`config.mk`:
```
export PLATFORM = sky130hd
export DESIGN_NAME = modbus_rtu_request_receiver_core
export DESIGN_NICKNAME = d
export VERILOG_FILES = /design/src/hw/rtl/mrr_pkg.sv /design/src/hw/rtl/mrr_front.sv /design/src/hw/rtl/mrr_fifo.sv /design/src/hw/rtl/mrr_back.sv /design/src/hw/rtl/modbus_rtu_request_receiver_core.sv
export SDC_FILE = /design/constraint.sdc
export NUM_CORES = 1
export LEC_CHECK = 0
export ABC_AREA = 1
export BUFFER_PORTS_ARGS = -buffer_cell sky130_fd_sc_hd__buf_2
export CORE_MARGIN = 2
export CORE_UTILIZATION = 50
export CTS_CLUSTER_DIAMETER = 100
export DETAILED_ROUTE_END_ITERATION = 6
export PLACE_DENSITY = 0.68
export SYNTH_ARGS = -nofsm -noshare
export SYNTH_HDL_FRONTEND = slang
export SYNTH_SLANG_ARGS = --single-unit
```
`constraint.sdc`:
```
create_clock -name clk -period 15.6 [get_ports clk]
set_input_delay 2.34 -clock clk [delete_from_list [all_inputs] [get_ports clk]]
set_output_delay 2.34 -clock clk [all_outputs]
set_load 0.02 [all_outputs]
```
`src/hw/rtl/mrr_pkg.sv`:
```
`timescale 1ns / 1ps
// ----------------------------------------------------------------------------
// Modbus RTU request receiver package
// Shared frame record, status codes, function codes and the CRC byte update.
// ----------------------------------------------------------------------------
package mrr_pkg;

    localparam logic [7:0]  FN_SINGLE = 8'h06;
    localparam logic [7:0]  FN_MULTI  = 8'h10;

    localparam logic [15:0] CRC_INIT  = 16'hFFFF;
    localparam logic [15:0] CRC_POLY  = 16'hA001;

    localparam logic [1:0]  ST_OK      = 2'd0;
    localparam logic [1:0]  ST_CRC     = 2'd1;
    localparam logic [1:0]  ST_STATION = 2'd2;
    localparam logic [1:0]  ST_COUNT   = 2'd3;

    localparam int DATA_SLOTS = 8;

    typedef logic [7:0] byte_t;

    typedef struct packed {
        byte_t        station;
        byte_t        func;
        logic [15:0]  address;
        logic [15:0]  quantity;
        logic [15:0]  value;
        byte_t        count;
        logic [63:0]  data;
        logic         crc_ok;
    } frame_t;

    function automatic logic [15:0] crc_feed(input logic [15:0] crc_in, input byte_t b);
        logic [15:0] c;
        c = crc_in ^ {8'h00, b};
        for (int k = 0; k < 8; k++) begin
            if (c[0])
                c = (c >> 1) ^ CRC_POLY;
            else
                c = c >> 1;
        end
        return c;
    endfunction

endpackage

```
`src/hw/rtl/mrr_front.sv`:
```
`timescale 1ns / 1ps
// ----------------------------------------------------------------------------
// Modbus RTU request receiver front end
// Parses received bytes, runs the CRC and hands each complete frame onwards.
// ----------------------------------------------------------------------------
module mrr_front
    import mrr_pkg::*;
#(
    parameter int MAX_DATA_BYTES = 8
)
(
    input  logic   clk,
    input  logic   rst_n,
    input  logic   push,
    output logic   full,
    input  byte_t  rx_byte,
    output logic   frame_push,
    input  logic   frame_full,
    output frame_t frame
);

    localparam logic [3:0] PH_STATION = 4'd0;
    localparam logic [3:0] PH_FUNC    = 4'd1;
    localparam logic [3:0] PH_ADDR    = 4'd2;
    localparam logic [3:0] PH_QTY     = 4'd3;
    localparam logic [3:0] PH_VALUE   = 4'd4;
    localparam logic [3:0] PH_COUNT   = 4'd5;
    localparam logic [3:0] PH_DATA    = 4'd6;
    localparam logic [3:0] PH_CRC_LO  = 4'd7;
    localparam logic [3:0] PH_CRC_HI  = 4'd8;

    logic [3:0]  phase_reg, phase_next;
    byte_t       index_reg, index_next;
    byte_t       station_reg, station_next;
    byte_t       func_reg, func_next;
    logic [15:0] address_reg, address_next;
    logic [15:0] quantity_reg, quantity_next;
    logic [15:0] value_reg, value_next;
    byte_t       count_reg, count_next;
    byte_t       store_reg [DATA_SLOTS];
    logic [15:0] crc_reg, crc_next;
    byte_t       crc_lo_reg, crc_lo_next;
    logic        take;
    logic        store_en;
    logic [15:0] crc_upd;
    byte_t       index_inc;

    assign full      = frame_full && (phase_reg == PH_CRC_HI);
    assign take      = push && !full;
    assign crc_upd   = crc_feed(crc_reg, rx_byte);
    assign index_inc = index_reg + 8'd1;
    assign store_en  = take && (phase_reg == PH_DATA) && (index_reg < 8'(DATA_SLOTS))
                       && (int'(index_reg) < MAX_DATA_BYTES);

    always_comb
    begin
        phase_next    = phase_reg;
        index_next    = index_reg;
        station_next  = station_reg;
        func_next     = func_reg;
        address_next  = address_reg;
        quantity_next = quantity_reg;
        value_next    = value_reg;
        count_next    = count_reg;
        crc_next      = crc_reg;
        crc_lo_next   = crc_lo_reg;
        frame_push    = 1'b0;
        if (take)
        begin
            case (phase_reg)
                PH_FUNC:
                begin
                    func_next  = rx_byte;
                    crc_next   = crc_upd;
                    index_next = 8'd0;
                    phase_next = PH_ADDR;
                end
                PH_ADDR:
                begin
                    crc_next = crc_upd;
                    if (index_reg == 8'd0)
                    begin
                        address_next = {rx_byte, 8'h00};
                        index_next   = 8'd1;
                    end
                    else
                    begin
                        address_next = {address_reg[15:8], rx_byte};
                        index_next   = 8'd0;
                        phase_next   = (func_reg == FN_SINGLE) ? PH_VALUE : PH_QTY;
                    end
                end
                PH_QTY:
                begin
                    crc_next = crc_upd;
                    if (index_reg == 8'd0)
                    begin
                        quantity_next = {rx_byte, 8'h00};
                        index_next    = 8'd1;
                    end
                    else
                    begin
                        quantity_next = {quantity_reg[15:8], rx_byte};
                        index_next    = 8'd0;
                        phase_next    = (func_reg == FN_MULTI) ? PH_COUNT : PH_CRC_LO;
                    end
                end
                PH_VALUE:
                begin
                    crc_next = crc_upd;
                    if (index_reg == 8'd0)
                    begin
                        value_next = {rx_byte, 8'h00};
                        index_next = 8'd1;
                    end
                    else
                    begin
                        value_next = {value_reg[15:8], rx_byte};
                        index_next = 8'd0;
                        phase_next = PH_CRC_LO;
                    end
                end
                PH_COUNT:
                begin
                    count_next = rx_byte;
                    crc_next   = crc_upd;
                    index_next = 8'd0;
                    phase_next = (rx_byte == 8'd0) ? PH_CRC_LO : PH_DATA;
                end
                PH_DATA:
                begin
                    crc_next = crc_upd;
                    if (index_inc == count_reg)
                    begin
                        index_next = 8'd0;
                        phase_next = PH_CRC_LO;
                    end
                    else
                    begin
                        index_next = index_inc;
                    end
                end
                PH_CRC_LO:
                begin
                    crc_lo_next = rx_byte;
                    phase_next  = PH_CRC_HI;
                end
                PH_CRC_HI:
                begin
                    frame_push = 1'b1;
                    index_next = 8'd0;
                    phase_next = PH_STATION;
                end
                default:
                begin
                    station_next = rx_byte;
                    crc_next     = crc_feed(CRC_INIT, rx_byte);
                    index_next   = 8'd0;
                    phase_next   = PH_FUNC;
                end
            endcase
        end
    end

    always_comb
    begin
        frame.station  = station_reg;
        frame.func     = func_reg;
        frame.address  = address_reg;
        frame.quantity = quantity_reg;
        frame.value    = value_reg;
        frame.count    = count_reg;
        for (int k = 0; k < DATA_SLOTS; k++)
        begin
            frame.data[63 - 8 * k -: 8] = store_reg[k];
        end
        frame.crc_ok   = (crc_lo_reg == crc_reg[7:0]) && (rx_byte == crc_reg[15:8]);
    end

    always_ff @(posedge clk or negedge rst_n)
    begin
        if (!rst_n)
        begin
            phase_reg    <= PH_STATION;
            index_reg    <= 8'd0;
            station_reg  <= 8'd0;
            func_reg     <= 8'd0;
            address_reg  <= 16'd0;
            quantity_reg <= 16'd0;
            value_reg    <= 16'd0;
            count_reg    <= 8'd0;
            crc_reg      <= CRC_INIT;
            crc_lo_reg   <= 8'd0;
        end
        else
        begin
            phase_reg    <= phase_next;
            index_reg    <= index_next;
            station_reg  <= station_next;
            func_reg     <= func_next;
            address_reg  <= address_next;
            quantity_reg <= quantity_next;
            value_reg    <= value_next;
            count_reg    <= count_next;
            crc_reg      <= crc_next;
            crc_lo_reg   <= crc_lo_next;
        end
    end

    always_ff @(posedge clk)
    begin
        if (store_en)
            store_reg[index_reg[2:0]] <= rx_byte;
    end

endmodule

```
`src/hw/rtl/mrr_fifo.sv`:
```
`timescale 1ns / 1ps
// ----------------------------------------------------------------------------
// Modbus RTU request receiver frame queue
// Two-entry queue of parsed frames between the front end and the back end.
// ----------------------------------------------------------------------------
module mrr_fifo
    import mrr_pkg::*;
(
    input  logic   clk,
    input  logic   rst_n,
    input  logic   wr_en,
    input  frame_t wr_data,
    output logic   wr_full,
    input  logic   rd_en,
    output logic   rd_valid,
    output frame_t rd_data
);

    frame_t     mem_reg [2];
    logic       wr_ptr_reg, wr_ptr_next;
    logic       rd_ptr_reg, rd_ptr_next;
    logic [1:0] fill_reg, fill_next;
    logic       do_wr;
    logic       do_rd;

    assign wr_full  = (fill_reg == 2'd2);
    assign rd_valid = (fill_reg != 2'd0);
    assign rd_data  = mem_reg[rd_ptr_reg];
    assign do_wr    = wr_en && !wr_full;
    assign do_rd    = rd_en && rd_valid;

    always_comb
    begin
        wr_ptr_next = do_wr ? !wr_ptr_reg : wr_ptr_reg;
        rd_ptr_next = do_rd ? !rd_ptr_reg : rd_ptr_reg;
        fill_next   = fill_reg + {1'b0, do_wr} - {1'b0, do_rd};
    end

    always_ff @(posedge clk or negedge rst_n)
    begin
        if (!rst_n)
        begin
            wr_ptr_reg <= 1'b0;
            rd_ptr_reg <= 1'b0;
            fill_reg   <= 2'd0;
        end
        else
        begin
            wr_ptr_reg <= wr_ptr_next;
            rd_ptr_reg <= rd_ptr_next;
            fill_reg   <= fill_next;
        end
    end

    always_ff @(posedge clk)
    begin
        if (do_wr)
            mem_reg[wr_ptr_reg] <= wr_data;
    end

endmodule

```
`src/hw/rtl/mrr_back.sv`:
```
`timescale 1ns / 1ps
// ----------------------------------------------------------------------------
// Modbus RTU request receiver back end
// Judges each parsed frame, masks its fields and holds the result for transfer.
// ----------------------------------------------------------------------------
module mrr_back
    import mrr_pkg::*;
#(
    parameter int MAX_DATA_BYTES = 8
)
(
    input  logic        clk,
    input  logic        rst_n,
    input  logic        cfg_valid,
    output logic        cfg_ready,
    input  byte_t       station_address,
    input  logic        frame_valid,
    input  frame_t      frame,
    output logic        frame_pop,
    output logic        empty,
    input  logic        pop,
    output logic [1:0]  frame_status,
    output byte_t       function_code,
    output logic [15:0] register_address,
    output logic [15:0] register_quantity,
    output logic [15:0] single_write_value,
    output byte_t       byte_count,
    output logic [63:0] write_data
);

    byte_t       station_reg;
    logic        out_valid_reg, out_valid_next;
    logic [1:0]  status_reg, status_next;
    byte_t       func_reg;
    logic [15:0] address_reg;
    logic [15:0] quantity_reg, quantity_next;
    logic [15:0] value_reg, value_next;
    byte_t       count_reg, count_next;
    logic [63:0] data_reg, data_next;
    logic        multi;
    logic        single;
    logic        supported;

    assign cfg_ready = 1'b1;
    assign frame_pop = frame_valid && (!out_valid_reg || pop);
    assign multi     = (frame.func == FN_MULTI);
    assign single    = (frame.func == FN_SINGLE);
    assign supported = (frame.count inside {8'd2, 8'd4, 8'd6, 8'd8})
                       && (int'(frame.count) <= MAX_DATA_BYTES);

    always_comb
    begin
        if (frame.station != station_reg)
            status_next = ST_STATION;
        else if (!frame.crc_ok)
            status_next = ST_CRC;
        else if (multi && !supported)
            status_next = ST_COUNT;
        else
            status_next = ST_OK;
        quantity_next = single ? 16'd0 : frame.quantity;
        value_next    = single ? frame.value : 16'd0;
        count_next    = multi ? frame.count : 8'd0;
        for (int k = 0; k < DATA_SLOTS; k++)
        begin
            if (multi && (k < int'(frame.count)) && (k < MAX_DATA_BYTES))
                data_next[63 - 8 * k -: 8] = frame.data[63 - 8 * k -: 8];
            else
                data_next[63 - 8 * k -: 8] = 8'd0;
        end
        if (frame_pop)
            out_valid_next = 1'b1;
        else if (pop)
            out_valid_next = 1'b0;
        else
            out_valid_next = out_valid_reg;
    end

    always_ff @(posedge clk or negedge rst_n)
    begin
        if (!rst_n)
        begin
            station_reg   <= 8'd1;
            out_valid_reg <= 1'b0;
        end
        else
        begin
            if (cfg_valid && cfg_ready)
                station_reg <= station_address;
            out_valid_reg <= out_valid_next;
        end
    end

    always_ff @(posedge clk)
    begin
        if (frame_pop)
        begin
            status_reg   <= status_next;
            func_reg     <= frame.func;
            address_reg  <= frame.address;
            quantity_reg <= quantity_next;
            value_reg    <= value_next;
            count_reg    <= count_next;
            data_reg     <= data_next;
        end
    end

    assign empty              = !out_valid_reg;
    assign frame_status       = status_reg;
    assign function_code      = func_reg;
    assign register_address   = address_reg;
    assign register_quantity  = quantity_reg;
    assign single_write_value = value_reg;
    assign byte_count         = count_reg;
    assign write_data         = data_reg;

endmodule

```
`src/hw/rtl/modbus_rtu_request_receiver_core.sv`:
```
`timescale 1ns / 1ps
// ----------------------------------------------------------------------------
// Modbus RTU request receiver
// Accepts one received byte per clock cycle while full is low and reports one
// judged request per frame, after its last CRC byte. The front end updates the
// CRC-16 with a byte-wide unrolled step, which sets the rate of one byte per
// cycle; full rises only on the last CRC byte of a frame while the two-entry
// frame queue is full. A frame enters the frame queue when its last CRC byte
// is transferred and passes from there to the result register when that
// register is free; the result is held there until popped.
// ----------------------------------------------------------------------------
module modbus_rtu_request_receiver_core
    import mrr_pkg::*;
#(
    parameter int MAX_DATA_BYTES = 8
)
(
    input  logic        clk,
    input  logic        rst_n,
    input  logic        push,
    output logic        full,
    input  logic [7:0]  rx_byte,
    output logic        empty,
    input  logic        pop,
    output logic [1:0]  frame_status,
    output logic [7:0]  function_code,
    output logic [15:0] register_address,
    output logic [15:0] register_quantity,
    output logic [15:0] single_write_value,
    output logic [7:0]  byte_count,
    output logic [63:0] write_data,
    input  logic        cfg_valid,
    output logic        cfg_ready,
    input  logic [7:0]  station_address
);

    frame_t front_frame;
    frame_t queue_frame;
    logic   front_push;
    logic   queue_full;
    logic   queue_valid;
    logic   back_pop;

    mrr_front #(
        .MAX_DATA_BYTES (MAX_DATA_BYTES)
    ) u_front (
        .clk        (clk),
        .rst_n      (rst_n),
        .push       (push),
        .full       (full),
        .rx_byte    (rx_byte),
        .frame_push (front_push),
        .frame_full (queue_full),
        .frame      (front_frame)
    );

    mrr_fifo u_fifo (
        .clk      (clk),
        .rst_n    (rst_n),
        .wr_en    (front_push),
        .wr_data  (front_frame),
        .wr_full  (queue_full),
        .rd_en    (back_pop),
        .rd_valid (queue_valid),
        .rd_data  (queue_frame)
    );

    mrr_back #(
        .MAX_DATA_BYTES (MAX_DATA_BYTES)
    ) u_back (
        .clk                (clk),
        .rst_n              (rst_n),
        .cfg_valid          (cfg_valid),
        .cfg_ready          (cfg_ready),
        .station_address    (station_address),
        .frame_valid        (queue_valid),
        .frame              (queue_frame),
        .frame_pop          (back_pop),
        .empty              (empty),
        .pop                (pop),
        .frame_status       (frame_status),
        .function_code      (function_code),
        .register_address   (register_address),
        .register_quantity  (register_quantity),
        .single_write_value (single_write_value),
        .byte_count         (byte_count),
        .write_data         (write_data)
    );

endmodule
```
==> results.toml, run 1 <==
[pwr]
power.clock.fraction = 0.297
p_sw_frac = 0.3192
power.ir.vdd_worst_mv = 0.2995
leakagePower_nw = 9.902
internal_power_mw = 3.281
reported_net_switching_power_mw = 1.538
power_density_nw_per_um2 = 190.3
power.sequential.fraction = 0.476
power_mw = 4.819
power_frac_comb = 0.227

[synth]
yosys_warnings = 0
async_reset_ff_frac = 0.2054
synthDominantAreaCellType = "edfxtp_1"
post_synth_mux_area_share = 0.006266
fraction_of_the_mapped_netlist_area_in_compound_gates = 0.05178
syn-num-nets = 1661
synthFlopType = "edfxtp_1"
synth_seq_area_share = 0.7786
synth_edf_count = 468
synthTopCellsByArea = "edfxtp_1, dfrtp_1, nand2_1"
synth.distinct_cells = 45
synth_top_cell_area_share = 0.6398
post_synthesis_xor_xnor_area_fraction = 0.01857
synthAdderAreaFrac = 0.004557
synthSimpleGateAreaFrac = 0.1149
synth.ff_latch_count = 589
synth_top_family_by_area = "simple AND/OR/NAND/NOR gates"
synthesis.area_um2 = 21970
synthesis.area_per_instance_um2 = 13.46
synth_cells = 1632

[sta]
final_setup_violating_endpoints = 0
post-route-period-util = 0.2786
maxSlewHeadroom = 0.1467
clock.fmax_mhz = 230.1
unrepaired_setup_endpoints_after_global_routing = "no"
setup_ws_ns = 11.25
number_of_max_slew_violations_in_the_final_report = 0
whs_ns = 0.4419
timing_worst_slew_pin_value_ns = 1.270
final.min_clock_period_ns = 4.347
worst_setup_skew_after_layout_ns = 0.01255
finalHoldViolCount = 0
setup-tns-final_ns = 0

[worst_setup_path]
worst-endpoint-required_ns = 16.06
data_arrival_time_of_the_worst_path_ns = 4.80
critical_path.startpoint_type = "register"
critical_path_class = "reg -> reg"
worstSetupEndpointType = "register"
path_max_fanout = 57

[finish]
design_area_um2 = 25320
area_added_between_synthesis_and_finish_pct = 15.27
layout.cells.most_common = "nand2_1"
final_layout_size_suffix_gt1_frac = 0.1662
fin_nets = 1828
largest_reg_flops = 274
final_cell_mix = "nand2_1, edfxtp_1, buf_2, dfrtp_1, o21ai_0"

[floorplan]
core_um2 = 43270
dieWidth_um = 213.6
rows = 76
area_enclosed_by_the_die_boundary_um2 = 45630
floorplan.io_pins = 154
fp.dieH_um = 213.6
initial_utilization = 0.5077

[cts]
tritoncts_num_sinks = 589
postCtsHoldBufs = 0
cts_setup_buffers = 0
clockRootBuffer = "clkbuf_16"
cts.htree.levels = 2
cts-buffers-inserted = 56
clkTransAtPathRegs_ns = 0.07
cts_buffer_depth = 3
cts_tree = "done"
worstSkewPairLatency_ns = 0.60
ctsResizeCount = 0

[detailed_routing]
drtAntennaViolNets = 0
drc = 1
totalWireLength_um = 46300
dr.first_iter.drc_count = 992
drt-wirelength-per-cell_um = 19.02
routed_via_density = 5.200
drt_first_pass_iters = 7
via_count = 12660

[place]
port_buffers = 152
dp_worst_setup_slack_ns = 11.00
hpwl_um = 28590
placedInstanceArea_um2 = 23340
place.gp.congestion = 0.8843

[global_routing]
globalRouteOverflowTotal = 0
grt_pass1_wl_um = 70990
initial_antenna_violation_count = 2
grtUsageTotal = 0.2069
first_global_vias = 12460
maximum_number_of_pins_on_one_net_before_global_route_repair = 86

[job]
max_cap_viol_count = 0

[status]
violations = "design-rule violations"
outcome = "finished, violations left"

[hold_path]
hp-class = "reg -> reg"
cell families (layout without fill, tap and decap cells):
kind of cell	count (synthesis)	in the layout
adder cells (fa/ha/maj)	8	8
multiplexers	13	13
other	1	3
buffers and inverters	140	355
XOR/XNOR	45	45
flip-flops	589	589
AND/OR/NAND/NOR	624	624
AO/OA/AOI/OAI	212	212
per-layer routing:
layer / share of wire / global-route usage / up-vias
met5: 0.00028 / 0 / -
met1: 0.44 / 0.2881 / 6222
met3: 0.053 / 0.03500 / 69
li1: - / - / 5996
met2: 0.48 / 0.3388 / 367
met4: 0.021 / 0.06082 / 2
power by group through the flow:
stage / clock, mW / sequential (mW) / combinational [mW]
finish: 1.43 / 2.29 / 1.10
global route: 1.51 / 2.33 / 1.22
CTS: 1.45 / 2.30 / 1.11
detailed placement: 0 / 2.33 / 1.10
global placement: 0 / 2.32 / 1.09
floorplan: 0 / 2.48 / 0.582
worst max-delay path, cell delays in order (launching register included):
cell and delay (ns):
dfrtp_4 0.86, clkinv_2 0.89, or2_1 0.50, o21ai_0 0.11, nand2_1 0.11, nor3_2 0.22
nand2_2 0.23, inv_1 0.15, nand2_1 0.28, and2_1 0.42, o21ai_4 0.23, nand2_2 0.07
inv_1 0.08
per-stage QoR:
step,utilization,cells
after global placement,0.5395,2326
after detailed placement,0.5395,2326
final,0.5852,2434
after CTS,0.5851,2432
after global routing,0.5852,2433
after floorplan,-,1632
cell type report:
type,instances,area [µm²]
inverter,87,327.8
antenna,2,5.005
clock inverter,28,376.6
clock buffer,78,1597
fill,3315,17950
timing repair buffer,162,838.3
multi-input combinational,903,4338
sequential,589,17110
tap,585,732.0
Yosys cell counts, types with 8 or more instances:
cell / instances
a21oi_1: 91
clkbuf_1: 39
dfrtp_1: 104
dfstp_2: 17
edfxtp_1: 468
ha_1: 8
inv_1: 78
nand2_1: 491
nand2_2: 9
nand3_1: 27
nand4_1: 14
nor2_1: 46
nor3_1: 12
o21ai_0: 95
or2_2: 9
xnor2_1: 19
xor2_1: 25
worst paths after layout:
kind | startpoint | to | slack (ns) | cells after the start
setup / recovery | u_fifo.rd_ptr_reg$_DFFE_PN0P_ | u_back.write_data[25]$_SDFFCE_PN0P_ | 11.25 | 12
hold / removal | u_front.store_reg[7][0]$_DFFE_PP_ | u_fifo.mem_reg[1][1]$_DFFE_PP_ | 0.44 | 0
setup reg to reg | u_fifo.rd_ptr_reg$_DFFE_PN0P_ | u_back.write_data[25]$_SDFFCE_PN0P_ | 11.25 | 12
hold reg to reg | u_front.store_reg[7][0]$_DFFE_PP_ | u_fifo.mem_reg[1][1]$_DFFE_PP_ | 0.44 | 0
max in group asynchronous | rst_n | u_fifo.rd_ptr_reg$_DFFE_PN0P_ | 12.30 | 2
min in group asynchronous | rst_n | u_front.address_reg[4]$_DFFE_PN0P_ | 1.87 | 1
Power figures use the tool's default switching activity.
==> run 2: changes to the inputs <==
==> constraint.sdc (replaced) <==
create_clock -name clk -period 4.3 [get_ports clk]
set_input_delay 0.645 -clock clk [delete_from_list [all_inputs] [get_ports clk]]
set_output_delay 0.645 -clock clk [all_outputs]
set_load 0.02 [all_outputs]
==> results.toml, run 2 (synthesis results as in run 1) <==
[status]
outcome = "completed"

[global_routing]
grtUsageTotal = 0.2082
grt_pass1_wl_um = 71210
first_global_vias = 12480
maximum_number_of_pins_on_one_net_before_global_route_repair = 139
initial_antenna_violation_count = 2
globalRouteOverflowTotal = 0

[cts]
ctsResizeCount = 0
clkTransAtPathRegs_ns = 0.06
cts-buffers-inserted = 56
cts.htree.levels = 2
clockRootBuffer = "clkbuf_16"
cts_tree = "done"
cts_setup_buffers = 0
worstSkewPairLatency_ns = 0.60
postCtsHoldBufs = 0
tritoncts_num_sinks = 589
cts_buffer_depth = 3

[finish]
fillerInstances = 3317
fin_nets = 1840
layout.area.seq_um2 = 17110
final_cell_mix = "nand2_1, edfxtp_1, buf_2, dfrtp_1, o21ai_0"
layout.cells.most_common = "nand2_1"
layout.core_utilization = 0.5876
design_area_um2 = 25420
largest_reg_flops = 274
area_added_between_synthesis_and_finish_pct = 15.74
multi_input_comb_area_um2 = 4338
final_layout_size_suffix_gt1_frac = 0.1689

[detailed_routing]
drc = 0
drtAntennaViolNets = 0
drt_first_pass_iters = 5
drt-wirelength-per-cell_um = 19.11
via_count = 12710
totalWireLength_um = 46710
dr.first_iter.drc_count = 1173
routed_via_density = 5.198

[place]
dp_worst_setup_slack_ns = 1.019
hpwl_um = 28270
port_buffers = 152
place.gp.congestion = 0.9101
placedInstanceArea_um2 = 23510

[floorplan]
initial_utilization = 0.5077
area_enclosed_by_the_die_boundary_um2 = 45630
rows = 76
core_um2 = 43270
fp.dieH_um = 213.6
floorplan.io_pins = 154
dieWidth_um = 213.6

[job]
max_cap_viol_count = 0

[sta]
unrepaired_setup_endpoints_after_global_routing = "no"
setup-tns-final_ns = 0
worst_setup_skew_after_layout_ns = 0.02005
timing_worst_slew_pin_value_ns = 1.137
finalHoldViolCount = 0
final.min_clock_period_ns = 3.218
clock.fmax_mhz = 310.7
post-route-period-util = 0.7485
maxSlewHeadroom = 0.2361
final_setup_violating_endpoints = 0
number_of_max_slew_violations_in_the_final_report = 0
setup_ws_ns = 1.082

[pwr]
power_density_nw_per_um2 = 683.1
leakagePower_nw = 9.936
power.ir.vdd_worst_mv = 0.4678
power_mw = 17.37

[worst_setup_path]
critical_path_class = "reg -> reg"
critical_path.startpoint_type = "register"
path_max_fanout = 57
data_arrival_time_of_the_worst_path_ns = 3.54
worst-endpoint-required_ns = 4.62
worstSetupEndpointType = "register"

[hold_path]
hp-class = "in -> async"
run 2: cell types whose count changed in the layout (fill, tap and decap cells not counted), moves of 2 or more:
cell,delta
bufinv_16,-2
clkinvlp_4,+2
clkinv_2,-7
clkinv_1,+3
buf_4,+6
buf_12,+6
clkbuf_8,-3
inv_6,+2
clkbuf_1,+2
run 2: layout make-up:
type                            count  share of cell area
Antenna cell                        1          0.00009843
Timing Repair Buffer              174             0.03947
Clock buffer                       77             0.06147
Sequential cell                   589              0.6728
Clock inverter                     29             0.01378
Multi-Input combinational cell    903              0.1706
Tap cell                          585             0.02879
Inverter                           87             0.01294
run 2: path summary, 6_finish.rpt:
| path | start | end | slack, ns | cells after the start |
|---|---|---|---|---|
| hold / removal | rst_n | u_front.station_reg[4]$_DFFE_PN0P_ | 0.12 | 1 |
| hold reg to reg | u_front.store_reg[1][6]$_DFFE_PP_ | u_fifo.mem_reg[1][55]$_DFFE_PP_ | 0.44 | 0 |
| setup / recovery | u_fifo.rd_ptr_reg$_DFFE_PN0P_ | u_back.write_data[45]$_SDFFCE_PN0P_ | 1.08 | 11 |
| min in group clk | station_address[4] | u_back.station_reg[4]$_DFFE_PN0P_ | 0.26 | 3 |
| max in group asynchronous | rst_n | u_front.crc_reg[9]$_DFFE_PN1P_ | 3.29 | 2 |
| setup reg to reg | u_fifo.rd_ptr_reg$_DFFE_PN0P_ | u_back.write_data[45]$_SDFFCE_PN0P_ | 1.08 | 11 |
run 2: critical path: stages (launching register included):
cell and delay [ns]:
dfrtp_4 0.50, inv_4 0.47, or2_0 0.18, o21ai_0 0.11
inv_1 0.13, nor3_2 0.06, nand2_2 0.22, inv_1 0.11
nand2_1 0.35, nand2_1 0.21, nor2_1 0.51, a21oi_1 0.10
run 2: report_power, final:
group	leakage, nW	internal (mW)	switching [mW]
combinational	3.11	1.17	2.90
sequential	5.89	7.62	0.628
clock	0.930	2.98	2.08
total	9.94	11.8	5.60
run 2: metrics by stage:
| step | cells | hold slack [ns] |
|---|---|---|
| finish | 2445 | 0.1181 |
| global route | 2444 | 0.1552 |
| CTS | 2444 | 0.1111 |
| detailed placement | 2338 | 0.4290 |
| global placement | 2338 | 0.4225 |
| floorplan | 1632 | 0.3494 |
run 2: per-layer routing:
layer	GRT usage	vias up	wire (µm)	share of wire
met2	0.3454	360	22920	0.49
met1	0.2844	6246	20240	0.43
li1	-	6026	-	-
met5	0	-	0	0
met3	0.03178	78	2340	0.050
met4	0.07064	0	1213	0.026
==> run 3: changes to the inputs <==
--- a/config.mk
+++ b/config.mk
@@ -5,13 +5,13 @@
 export SDC_FILE = /design/constraint.sdc
 export NUM_CORES = 1
 export LEC_CHECK = 0
-export ABC_AREA = 1
+export ABC_AREA = 0
 export BUFFER_PORTS_ARGS = -buffer_cell sky130_fd_sc_hd__buf_2
 export CORE_MARGIN = 2
 export CORE_UTILIZATION = 50
 export CTS_CLUSTER_DIAMETER = 100
 export DETAILED_ROUTE_END_ITERATION = 6
-export PLACE_DENSITY = 0.68
+export PLACE_DENSITY = 0.71
 export SYNTH_ARGS = -nofsm -noshare
 export SYNTH_HDL_FRONTEND = slang
 export SYNTH_SLANG_ARGS = --single-unit
==> constraint.sdc (replaced) <==
create_clock -name clk -period 2.8 [get_ports clk]
set_input_delay 0.42 -clock clk [delete_from_list [all_inputs] [get_ports clk]]
set_output_delay 0.42 -clock clk [all_outputs]
set_load 0.02 [all_outputs]
==> results.toml, run 3 <==
[status]
outcome = "completed"

[synth]
async_reset_ff_frac = 0.2054
synth_edf_count = 468
synth_seq_area_share = 0.7778
yosys_warnings = 0
synthTopCellsByArea = "edfxtp_1, dfrtp_1, mux2i_1"
commonest_cells_post_synth = "edfxtp_1, nor2_1, nand2_1"
library_cell_with_the_highest_instance_count_after_synthesis = "edfxtp_1"
synthFlopType = "edfxtp_1"
syn-num-nets = 1387
synthesis.area_per_instance_um2 = 16.19
synth_top_cell_area_share = 0.6391
synthesis.area_um2 = 21990
synth.distinct_cells = 57
synth.ff_latch_count = 589
synthDominantAreaCellType = "edfxtp_1"
synth_cells = 1358

[sta]
final_setup_violating_endpoints = 0
post-route-period-util = 0.9048
unrepaired_setup_endpoints_after_global_routing = "no"
maxSlewHeadroom = 0.5015
clock.fmax_mhz = 394.7
number_of_max_slew_violations_in_the_final_report = 0
worst_setup_skew_after_layout_ns = 0.02806
finalHoldViolCount = 0
whs_ns = 0.04133
final.min_clock_period_ns = 2.533
setup-tns-final_ns = 0
timing_worst_slew_pin_value_ns = 0.7478

[worst_setup_path]
critical_path.startpoint_type = "register"
critical_path_class = "reg -> reg"
worstSetupEndpointType = "register"
path_max_fanout = 9
rr_startpoint = "u_front.index_reg[0]$_DFFE_PN0P_"
worst-endpoint-required_ns = 3.31
flop_to_flop_setup_slack_ns = 0.27
data_arrival_time_of_the_worst_path_ns = 3.04
start_point_of_the_critical_path = "u_front.index_reg[0]$_DFFE_PN0P_"
timing.rr.end = "u_front.index_reg[2]$_DFFE_PN0P_"
timing.reg2reg.worst_path_depth = 8

[floorplan]
floorplan.io_pins = 154
initial_utilization = 0.5082
fp.dieH_um = 213.7
area_enclosed_by_the_die_boundary_um2 = 45670
core_um2 = 43270
rows = 76
dieWidth_um = 213.7

[place]
place.gp.congestion = 0.8405
hpwl_um = 28200
place_inst = 2092
port_buffers = 152

[global_routing]
first_global_vias = 11600
globalRouteOverflowTotal = 0
grt_pass1_wl_um = 67390
initial_antenna_violation_count = 1
maximum_number_of_pins_on_one_net_before_global_route_repair = 86
grtUsageTotal = 0.1986

[cts]
clkTransAtPathRegs_ns = 0.06
cts_tree = "done"
cts_buffer_depth = 3
cts.htree.levels = 2
tritoncts_num_sinks = 589
worstSkewPairLatency_ns = 0.62
cts-buffers-inserted = 57
clockRootBuffer = "clkbuf_16"

[finish]
largest_reg_flops = 274
fin_nets = 1597
final_cell_mix = "edfxtp_1, buf_2, nor2_1, nand2_1, mux2i_1"
area_added_between_synthesis_and_finish_pct = 17.10
layout.cells.most_common = "edfxtp_1"
final_layout_size_suffix_gt1_frac = 0.2325
layoutNonFillerInstCount = 2199
fillerInstances = 3209

[pwr]
p_sw_frac = 0.2984
power_density_nw_per_um2 = 1035
power_frac_comb = 0.238
power.sequential.fraction = 0.469
leakagePower_nw = 9.711
power.clock.fraction = 0.294
reported_net_switching_power_mw = 7.952
internal_power_mw = 18.69
power.ir.vdd_worst_mv = 0.8619

[hold_path]
hp-class = "in -> reg"
whs_endpoint = "u_back.station_reg[4]$_DFFE_PN0P_"
min-delay-start = "station_address[4]"
timing.hold.worst_path_depth = 2

[detailed_routing]
totalWireLength_um = 44130
dr.first_iter.drc_count = 976
drt_first_pass_iters = 5
routed_via_density = 5.306
drt-wirelength-per-cell_um = 20.07
drc = 0
drtAntennaViolNets = 0
via_count = 11670

[job]
max_cap_viol_count = 0
==> run 3: cell types whose count changed in the layout (fill, tap and decap cells not counted), sizes merged, moves of 44 or more <==
cell   previous run  this run
nand2           500       118
mux2i             7       114
mux2              6        50
nor2             47       138
inv              85        22
a21oi            91        14
==> run 3: worst max-delay path: stages (launching register included) <==
cell	delay (ns)
dfrtp_1	0.50
nand3_2	0.23
or4b_1	0.50
o2111ai_1	0.12
o21ai_2	0.11
o41ai_4	0.50
buf_4	0.22
o21bai_1	0.07
a21o_1	0.18
==> run 3: layout make-up <==
class                           count  area, µm²  share of cell area
Clock inverter                     28      359.1             0.01395
Multi-Input combinational cell    699       4646              0.1804
Inverter                           19      71.32            0.002770
Antenna cell                        1      2.502          0.00009718
Timing Repair Buffer              202       1244             0.04830
Tap cell                          585      732.0             0.02843
Clock buffer                       76       1589             0.06171
Sequential cell                   589      17110              0.6643
==> run 3: routing by layer <==
layer	global-route usage	up-vias	wire, µm
met5	0	-	11
li1	-	5394	-
met3	0.03295	81	2436
met4	0.06920	2	1170
met2	0.3250	335	21560
met1	0.2730	5855	18950
==> run 3: power groups by stage <==
| stage | Clock (mW) | Sequential [mW] | Combinational, mW |
|---|---|---|---|
| finish | 7.82 | 12.5 | 6.33 |
| CTS | 7.98 | 12.5 | 6.40 |
| floorplan | 0 | 13.1 | 3.91 |
| global placement | 0 | 12.6 | 6.28 |
| detailed placement | 0 | 12.7 | 6.37 |
| global route | 8.30 | 12.7 | 6.93 |
==> run 3: kinds of logic (layout without fill, tap and decap cells) <==
kind of cell,count (synthesis),in the layout,share of synthesized area
AO/OA/AOI/OAI,129,129,0.03408
XOR/XNOR,72,72,0.02999
adder cells (fa/ha/maj),8,8,0.004552
buffers and inverters,70,325,0.01263
flip-flops,589,589,0.7778
multiplexers,164,164,0.07750
other,1,2,0.0001705
AND/OR/NAND/NOR,325,325,0.06333
==> run 3: what timing repair did <==
action / CTS / global route
hold endpoints to repair: 43 / 0
setup buffers: 0 / 0
hold buffers: 2 / 0
resized for setup: 0 / 2
endpoints found under the setup margin: 0 / 11
==> run 3: worst max-delay path by stage <==
| stage | to | slack [ns] | cells after the start |
|---|---|---|---|
| final | u_front.index_reg[2]$_DFFE_PN0P_ | 0.27 | 8 |
| after global routing | u_front.index_reg[2]$_DFFE_PN0P_ | 0.09 | 8 |
| after CTS | u_back.write_data[28]$_SDFFCE_PN0P_ | 0.15 | 6 |
| after detailed placement | u_front.store_reg[7][5]$_DFFE_PP_ | 0.19 | 5 |
| after global placement | u_back.write_data[25]$_SDFFCE_PN0P_ | 0.22 | 5 |
| after floorplan | u_fifo.fill_reg[1]$_DFF_PN0_ | -0.85 | 6 |
==> run 3: metrics by stage <==
step / worst slack, ns / cell area, µm² / power (mW) / utilization
after floorplan: -0.8482 / 22030 / 17.06 / -
after global placement: 0.2243 / 23780 / 18.87 / 0.5495
after detailed placement: 0.1934 / 23780 / 19.03 / 0.5495
after CTS: 0.1453 / 25740 / 26.89 / 0.5950
after global routing: 0.08814 / 25750 / 27.90 / 0.5951
final: 0.2666 / 25750 / 26.65 / 0.5951
